$ cat src/hdl/wms_pkg.sv
// shared types for the window median select block
// no dependencies
package wms_pkg;

	localparam int unsigned IN_VALUE_W  = 16;
	localparam int unsigned OUT_COUNT_W = 6;

	typedef struct packed {
		logic [IN_VALUE_W-1:0] value;
		logic                  last;
	} in_t;

	typedef struct packed {
		logic [IN_VALUE_W-1:0]  median;
		logic [OUT_COUNT_W-1:0] count;
		logic                   overflow;
	} out_t;

	// status handed from one sorting cell to the next
	typedef struct packed {
		logic occupied;
		logic greater;
	} link_t;

endpackage

$ cat src/hdl/wms_cell.sv
// one cell of the sorting chain: holds one entry of the sorted store
// depends on wms_pkg
module wms_cell #(
	parameter int unsigned VALUE_BITS = 16
) (
	input  logic                  clk,
	input  logic                  en,
	input  logic                  occupied,
	input  logic [VALUE_BITS-1:0] v,
	input  wms_pkg::link_t        prev_link,
	input  logic [VALUE_BITS-1:0] prev_value,
	output wms_pkg::link_t        link,
	output logic [VALUE_BITS-1:0] value_q
);
	import wms_pkg::*;

	logic greater;
	logic shift;

	assign greater = occupied & (value_q > v);
	// take a new entry if ours moves up, or if we are the first free cell
	assign shift   = greater | (~occupied & prev_link.occupied);

	assign link.occupied = occupied;
	assign link.greater  = greater;

	always_ff @(posedge clk) begin
		if (en && shift) begin
			value_q <= prev_link.greater ? prev_value : v;
		end
	end

endmodule

$ cat src/hdl/wms_select.sv
// picks the entry at rank count/2 from the cell row and registers the result
// depends on wms_pkg
module wms_select #(
	parameter int unsigned MAX_N      = 32,
	parameter int unsigned VALUE_BITS = 16,
	parameter int unsigned CNT_W      = 6,
	parameter int unsigned IDX_W      = 5
) (
	input  logic                  clk,
	input  logic                  arst_n,
	input  logic                  pick,
	input  logic [CNT_W-1:0]      fill,
	input  logic                  dropped,
	input  logic [VALUE_BITS-1:0] store [MAX_N],
	output logic                  done,
	output wms_pkg::out_t         result
);
	import wms_pkg::*;

	logic [CNT_W-1:0] half;
	logic [IDX_W-1:0] rank;
	logic             done_q;
	out_t             result_q;

	assign half = fill >> 1;
	assign rank = IDX_W'(half);

	always_ff @(posedge clk or negedge arst_n) begin
		if (!arst_n) begin
			done_q <= 1'b0;
		end else begin
			done_q <= pick;
		end
	end

	always_ff @(posedge clk) begin
		if (pick) begin
			result_q.median   <= IN_VALUE_W'(store[rank]);
			result_q.count    <= OUT_COUNT_W'(fill);
			result_q.overflow <= dropped;
		end
	end

	assign done   = done_q;
	assign result = result_q;

endmodule

$ cat src/hdl/window_median_select_top.sv
// window median select: per-voxel median core built from a chain of sorting cells
// depends on wms_pkg, wms_cell, wms_select
//
// usage: the feeder presents one neighbour intensity on item with start high;
// it is transferred at a clock edge where start is high and busy is low.
// item.last marks the final neighbour of a voxel. every transfer with room
// inserts the value into a sorted row of MAX_N cells in that same cycle, so
// values go in at one per clock while busy is low. values beyond MAX_N are
// dropped and reported as overflow. after the last item the block is busy
// for one cycle while the entry at rank count/2 is selected; done, registered
// from busy, is then high for one cycle with median, count and overflow on
// result. no item is taken during the rank select. the next voxel may start
// while done is shown. the receiver cannot stall: result is valid only in
// the done cycle. reset clears the fill count, the overflow flag, the pending
// select and done; the cell contents and result are not cleared.
module window_median_select_top #(
	parameter int unsigned MAX_N      = 32,
	parameter int unsigned VALUE_BITS = 16
) (
	input  logic          clk,
	input  logic          arst_n,
	input  logic          start,
	output logic          busy,
	input  wms_pkg::in_t  item,
	output logic          done,
	output wms_pkg::out_t result
);
	import wms_pkg::*;

	localparam int unsigned CNT_W = $clog2(MAX_N + 1);
	localparam int unsigned IDX_W = (MAX_N > 1) ? $clog2(MAX_N) : 1;

	logic                  accept;
	logic                  has_room;
	logic                  insert;
	logic [CNT_W-1:0]      count_q;
	logic                  dropped_q;
	logic                  pending_q;
	logic [VALUE_BITS-1:0] v;
	logic [VALUE_BITS-1:0] store [MAX_N];
	link_t                 links [MAX_N];

	assign busy     = pending_q;
	assign accept   = start & ~pending_q;
	assign has_room = count_q < CNT_W'(MAX_N);
	assign insert   = accept & has_room;
	assign v        = VALUE_BITS'(item.value);

	always_ff @(posedge clk or negedge arst_n) begin
		if (!arst_n) begin
			count_q   <= '0;
			dropped_q <= 1'b0;
			pending_q <= 1'b0;
		end else if (pending_q) begin
			// result picked this cycle, start the next voxel afresh
			count_q   <= '0;
			dropped_q <= 1'b0;
			pending_q <= 1'b0;
		end else if (accept) begin
			if (has_room) begin
				count_q <= count_q + CNT_W'(1);
			end else begin
				dropped_q <= 1'b1;
			end
			pending_q <= item.last;
		end
	end

	for (genvar i = 0; i < MAX_N; i++) begin : g_cell
		link_t                 prev_link;
		logic [VALUE_BITS-1:0] prev_value;
		logic                  occupied;

		assign occupied = count_q > CNT_W'(i);

		if (i == 0) begin : g_head
			assign prev_link.occupied = 1'b1;
			assign prev_link.greater  = 1'b0;
			assign prev_value         = v;
		end else begin : g_body
			assign prev_link  = links[i-1];
			assign prev_value = store[i-1];
		end

		wms_cell #(
			.VALUE_BITS(VALUE_BITS)
		) u_cell (
			.clk       (clk),
			.en        (insert),
			.occupied  (occupied),
			.v         (v),
			.prev_link (prev_link),
			.prev_value(prev_value),
			.link      (links[i]),
			.value_q   (store[i])
		);
	end

	wms_select #(
		.MAX_N     (MAX_N),
		.VALUE_BITS(VALUE_BITS),
		.CNT_W     (CNT_W),
		.IDX_W     (IDX_W)
	) u_select (
		.clk    (clk),
		.arst_n (arst_n),
		.pick   (pending_q),
		.fill   (count_q),
		.dropped(dropped_q),
		.store  (store),
		.done   (done),
		.result (result)
	);

endmodule

$ cat config.mk
export PLATFORM = sky130hd
export DESIGN_NAME = window_median_select_top
export DESIGN_NICKNAME = d
export VERILOG_FILES = /design/src/hdl/wms_pkg.sv /design/src/hdl/wms_cell.sv /design/src/hdl/wms_select.sv /design/src/hdl/window_median_select_top.sv
export SDC_FILE = /design/constraint.sdc
export NUM_CORES = 2
export LEC_CHECK = 0
export ABC_CLOCK_PERIOD_IN_PS = 4080
export BUFFER_PORTS_ARGS = -buffer_cell sky130_fd_sc_hd__buf_2
export CAP_MARGIN = 25
export CORE_MARGIN = 2
export CORE_UTILIZATION = 48
export CTS_CLUSTER_SIZE = 14
export DETAILED_ROUTE_END_ITERATION = 10
export GPL_ROUTABILITY_DRIVEN = 1
export MAX_ROUTING_LAYER = met4
export SLEW_MARGIN = 40
export SYNTH_ARGS = -nofsm -noshare
export SYNTH_HDL_FRONTEND = slang
export SYNTH_SLANG_ARGS = --single-unit
$ cat constraint.sdc
create_clock -name clk -period 4.08 [get_ports clk]
set_input_delay 0.816 -clock clk [delete_from_list [all_inputs] [get_ports clk]]
set_output_delay 0.816 -clock clk [all_outputs]
set_load 0.05 [all_outputs]
Yosys cells after proc, flatten, opt, wreduce, memory -nomap -nowiden

Cells that the tools add are included.

Output and inout port bits: 25
Register bits: 544
Word-level logic and storage cells: 316
Bits of input ports: 20

Eq/ne operators: 1
Reductions and logical operators: 36
$lt $le $gt $ge: 66
Add/sub/neg operators: 1
Bitwise gates (word level): 131
Multiplexer cells: 42

Operators with widths:

| kind                | number |
|---|---|
| $mux 16             | 33 |
| $gt 16x16->1        | 32 |
| $gt 6x5->1 const B  | 16 |
| $bmux 16 s5         | 1 |
| $and 1x1->1         | 65 |
| $gt 6x4->1 const B  | 8 |
| $not 1->1           | 33 |
| $logic_and 1x1->1   | 32 |
| $or 1x1->1          | 32 |
| $gt 6x3->1 const B  | 4 |
| $mux 6              | 3 |
| $gt 6x1->1 const B  | 2 |
| $gt 6x2->1 const B  | 2 |
| $add 6x1->6 const B | 1 |
| $ge 6x6->1 const B  | 1 |
| $lt 6x6->1 const B  | 1 |
| $not 5->6           | 1 |
| $mux 1              | 5 |
| $reduce_and 2->1    | 2 |
| $reduce_bool 2->1   | 2 |
| $ne 2x1->1 const B  | 1 |

Depth between registers and ports, before layout

Depth in word-level cells: 5
Depth in mapped cells: 14
Mapped depth without buffers: 8

Hierarchy

Synthesis repeated with hierarchy kept, for this count alone.

Cell total of the unflattened synthesis: 4380
Area total of the unflattened synthesis: 41258.3 um2

By module, submodules not included:

| module                   | sequential area each (um2) | times used | area each (um2) | cells an instance |
|---|---|---|---|---|
| wms_cell                 | 480.5                      | 32         | 1098.6          | 115 |
| wms_select               | 715.7                      | 1          | 5345.1          | 593 |
| window_median_select_top | 200.2                      | 1          | 759.5           | 107 |

Worst setup path before layout

OpenSTA, ideal clock, no wires.

Kind: input-to-reg
From: input item[16] (netlist bit)
To: register g_cell[30].u_cell.value_q[0] (enable)
Stages on the path: 11
Data required time: 3.686 ns
Buffers on the path: 3
Path slack: -0.343 ns
Arrival time: 4.028 ns
Setup time: 0.394 ns
Cells stage by stage: clkbuf_1 > inv_1 > ha_1 > nand4_1 > or3_1 > a21oi_1 > nor4_1 > or3_1 > buf_6 > buf_6 > a21oi_1

Word-level cells in the longest chain between the ends: 4

RTL lines:

| item                   | line                           | RTL |
|---|---|---|
| start: declaration     | window_median_select_top.sv:24 | `input wms_pkg::in_t item,` |
| $gt 16x16->1           | wms_cell.sv:20                 | `assign greater = occupied & (value_q > v);` |
| $and 1x1->1            | wms_cell.sv:20                 |  |
| $or 1x1->1             | wms_cell.sv:22                 | `assign shift = greater \| (~occupied & prev_link.occupied);` |
| $logic_and 1x1->1      | wms_cell.sv:28                 | `if (en && shift) begin` |
| end signal: assignment | wms_cell.sv:29                 | `value_q <= prev_link.greater ? prev_value : v;` |
| end: declaration       | wms_cell.sv:13                 | `output logic [VALUE_BITS-1:0] value_q` |

No other way between the ends.
A chain may end at the register's enable or synchronous reset.

Worst setup path in the final report

From: input item[14] (netlist bit)
To: register g_cell[21].u_cell.value_q[9], data pin

Word-level cells in the longest chain between the ends: 3

RTL lines:

| item                   | line |
|---|---|
| $gt 16x16->1           | wms_cell.sv:20 |
| $and 1x1->1            | wms_cell.sv:20 |
| $mux 16                | wms_cell.sv:29 |
| end signal: assignment | wms_cell.sv:29 |
| end: declaration       | wms_cell.sv:13 |

No other way between the ends.

==> reports/summary.log <==
[placement] input/output buffers 44
[global_route] total overflow reported by the global router 0
[synthesis] number of synthesized flops with an enable pin 535
[outcome] result of the run finished clean
[power_and_ir_drop] static power due to leakage 16.00 nW
[worst_setup_path] Worst Path Max Fanout 23
[synthesis] fraction of the mapped netlist area in simple logic gates 0.06777
[synthesis] number of register bits inferred by synthesis 544
[synthesis] dominant combinational cell family by area after synthesis multiplexers
[synthesis] cell types with the highest counts after synthesis sky130_fd_sc_hd__edfxtp_1, sky130_fd_sc_hd__ha_1, sky130_fd_sc_hd__mux2_2, sky130_fd_sc_hd__a21oi_1, sky130_fd_sc_hd__nand2_1
[timing] final setup violation count 0
[worst_setup_path] endpoint of the worst register-to-register path g_cell[22].u_cell.value_q[12]
[floorplanning] Die Width 286.0 um
[worst_setup_path] startpoint of the most critical register-to-register path count_q[1]
[clock_tree] Max H-tree Level 3
[synthesis] most common cell in the synthesized netlist sky130_fd_sc_hd__edfxtp_1
[worst_setup_path] count of cells along the worst register-to-register path 8
[floorplanning] area of the die 81780 um2
[detailed_routing] number of vias after detailed routing 28060
[global_route] first-pass GRT wire length 198100 um
[detailed_routing] drt first pass iters 6
[finish] fraction of final layout cells sized beyond drive strength 1 0.3283
[timing] endpoints failing hold 0
[placement] placed wire-length estimate 98400 um
[clock_tree] count of cells resized by post-cts repair 0
[timing] count of pins over their slew limit 0
[synthesis] synth top area cells sky130_fd_sc_hd__edfxtp_1, sky130_fd_sc_hd__ha_1, sky130_fd_sc_hd__mux2_2, sky130_fd_sc_hd__mux4_2, sky130_fd_sc_hd__a21oi_1
[clock_tree] postcts setup bufs 0
[floorplanning] number of core rows 103
[detailed_routing] DRC violations left 0
[synthesis] area fraction in compound gates after synthesis 0.07285
[clock_tree] Sink Count 544
[floorplanning] starting density of the core 0.4839
[worst_setup_path] kind of start point of the critical path input pin
[worst_setup_path] data required time of the critical path 4.43 ns
[power_and_ir_drop] power density normalized to cell area 449.8 nW/um2
[global_route] via count of the first global-routing pass 27570
[clock_tree] clock slew seen by the registers of the worst setup and hold paths 0.06 ns
[detailed_routing] post-route ant nets 0
[detailed_routing] DRC marker count from the first detailed-route iteration 3236
[timing] minimum period implied by the final worst setup slack 3.580 ns
[synthesis] largest area contributor in the netlist sky130_fd_sc_hd__edfxtp_1
[timing] post-route fraction of the period consumed by the critical path 0.8775
[timing] worst slew pin tran 0.9646 ns
[synthesis] synth unique cells 68
[detailed_routing] Routed WL per cell 33.57 um
[finish] area added between synthesis and finish 11.61%
[worst_hold_path] HP Class input pin to async pin
[synthesis] XOR/XNOR share of the synthesized area 0.0006885
[placement] routability-driven placement congestion ratio 0.9404
[clock_tree] number of buffers inserted for hold repair after clock tree synthesis 0
[run] total of max-cap violations 0
[worst_setup_path] flop2flop setup slack 0.76 ns
[finish] final core area utilization 0.5400
[synthesis] syn_area_per_cell 13.27 um2
[global_route] total global routing track utilization 0.3460
[worst_setup_path] worst endpoint data arrival time 3.93 ns
[timing] unrepaired setup endpoints after global routing no
[clock_tree] CTS root buf sky130_fd_sc_hd__clkbuf_16
[floorplanning] area of the placeable core 78870 um2
[timing] worst slew slack as a fraction of its limit 0.3520
[synthesis] proportion of synthesized area in mux cells 0.2434
[power_and_ir_drop] peak supply drop 389.4 uV
[clock_tree] clock tree from TritonCTS built
[synthesis] post-synth net total 3394
[clock_tree] largest buffer count on any clock path 3
[synthesis] Syn Std Cell Area 38160 um2
[worst_setup_path] critical path type input pin to flip-flop
[clock_tree] Skew-Pair Late Insertion Delay 0.62 ns
[timing] maximum clock frequency 279.3 MHz
[detailed_routing] total detailed-routing wirelength 137600 um
[timing] Layout Skew 0.02943 ns
[global_route] antenna violations before repair 8
[synthesis] Synth Flop Type sky130_fd_sc_hd__edfxtp_1
[floorplanning] number of placed I/O pins 45
[synthesis] fraction of post-synthesis cell area in the top cell type by area 0.4210
[synthesis] sequential element share of the synthesized area 0.4269
[synthesis] fraction of the mapped netlist area in adder cells 0.1636
[timing] final hold slack 0.05993 ns
[detailed_routing] vias per inst 6.845
[floorplanning] Die Y-Extent 286.0 um
[worst_setup_path] endpoint kind of the worst setup timing path flip-flop
[global_route] largest net degree at the start of global routing 84
[finish] Final #Nets 3517
[synthesis] share of flip-flops with an asynchronous set or reset after synthesis 0.01654
[synthesis] Yosys Warn Count 0
[synthesis] post-synthesis cell count 2875
[clock_tree] number of buffers added by the clock tree synthesis step 67
worst max-delay path: stages:
cell,delay [ns]
sky130_fd_sc_hd__buf_2,0.12
sky130_fd_sc_hd__inv_2,0.25
sky130_fd_sc_hd__buf_12,0.28
sky130_fd_sc_hd__ha_1,0.21
sky130_fd_sc_hd__nand4_1,0.20
sky130_fd_sc_hd__nor4_1,0.64
sky130_fd_sc_hd__a21boi_0,0.42
sky130_fd_sc_hd__nand3b_1,0.18
sky130_fd_sc_hd__and3_1,0.15
sky130_fd_sc_hd__buf_4,0.25
sky130_fd_sc_hd__mux2_2,0.37
placed cells by master (no fill, tap or decap), types with 14 or more instances in the layout:
cell type,netlist,layout
sky130_fd_sc_hd__edfxtp_1,535,535
sky130_fd_sc_hd__ha_1,499,499
sky130_fd_sc_hd__mux2_2,465,465
sky130_fd_sc_hd__a21oi_1,227,213
sky130_fd_sc_hd__nand2_1,190,190
sky130_fd_sc_hd__mux4_2,160,160
sky130_fd_sc_hd__buf_4,14,138
sky130_fd_sc_hd__nand4_1,94,94
sky130_fd_sc_hd__clkbuf_16,0,69
sky130_fd_sc_hd__nor2_1,68,68
sky130_fd_sc_hd__o21ai_0,59,59
sky130_fd_sc_hd__inv_1,62,47
sky130_fd_sc_hd__buf_2,41,44
sky130_fd_sc_hd__a21o_1,43,43
sky130_fd_sc_hd__nor2b_1,33,33
sky130_fd_sc_hd__nand3_1,33,32
sky130_fd_sc_hd__mux2_4,27,27
sky130_fd_sc_hd__o211ai_1,23,23
sky130_fd_sc_hd__nor3_1,23,21
sky130_fd_sc_hd__clkbuf_1,61,20
sky130_fd_sc_hd__nor4_1,19,19
sky130_fd_sc_hd__buf_12,0,17
sky130_fd_sc_hd__inv_2,0,15
sky130_fd_sc_hd__and3_1,15,15
sky130_fd_sc_hd__a211o_1,14,14
layout make-up:
class,count,area [um2]
antenna,4,10.01
clock buffer,89,1802
clock inverter,28,266.5
fill,6629,36280
inverter,62,232.7
multi-input combinational,2124,21070
sequential,544,16300
tap,1050,1314
timing repair buffer,199,1597
cell families after synthesis:
kind of cell / after synthesis
DFF: 544
muxes: 656
xor gates and xnor gates: 3
adders and majority gates: 499
and+or+nand+nor: 520
AOI/OAI and AO/OA: 446
buffers and inverters: 207
through the flow:
step	total power [mW]	cells	setup slack [ns]	TNS [ns]	cell area [um2]
floorplan	10.78	2875	-0.03363	-0.5381	38240
global placement	13.14	3979	0.04124	0	40450
detailed placement	13.25	3979	0.003973	0	40510
CTS	19.12	4096	0.6236	0	42570
global route	19.69	4099	0.4581	0	42590
finish	19.16	4100	0.4999	0	42590
how the worst max path moves through the flow:
stage / start / endpoint / cells past startpoint / slack [ns]
after floorplan: item[16] / g_cell[2].u_cell.value_q[0] / 10 / -0.03
after CTS: item[14] / g_cell[21].u_cell.value_q[9] / 11 / 0.62
final: item[14] / g_cell[21].u_cell.value_q[9] / 11 / 0.50
after detailed placement: item[14] / g_cell[21].u_cell.value_q[9] / 11 / 0.004
after global placement: item[14] / g_cell[21].u_cell.value_q[13] / 11 / 0.04
after global routing: item[14] / g_cell[21].u_cell.value_q[9] / 11 / 0.46
state kept, by name, summed over array words and instances (netlist names):
| name | flops |
|---|---|
| u_select.result | 23 |
| dropped_q | 1 |
| u_select.done | 1 |
| busy | 1 |
| g_cell.u_cell.value_q | 512 |
| count_q | 6 |
per-layer routing:
metal | vias up | global-route usage | part of all wire
li1 | 11790 | - | -
met1 | 14380 | 0.4757 | 0.42
met2 | 1564 | 0.5082 | 0.44
met3 | 326 | 0.06523 | 0.098
met4 | 0 | 0.1319 | 0.042
met5 | - | - | 0
where the power goes:
group / total [mW] / internal, mW / switching, mW
Clock: 5.88 / 3.42 / 2.47
Combinational: 6.32 / 2.63 / 3.69
Sequential: 6.96 / 6.59 / 0.371
No activity file was read; power rests on OpenSTA's default activity.
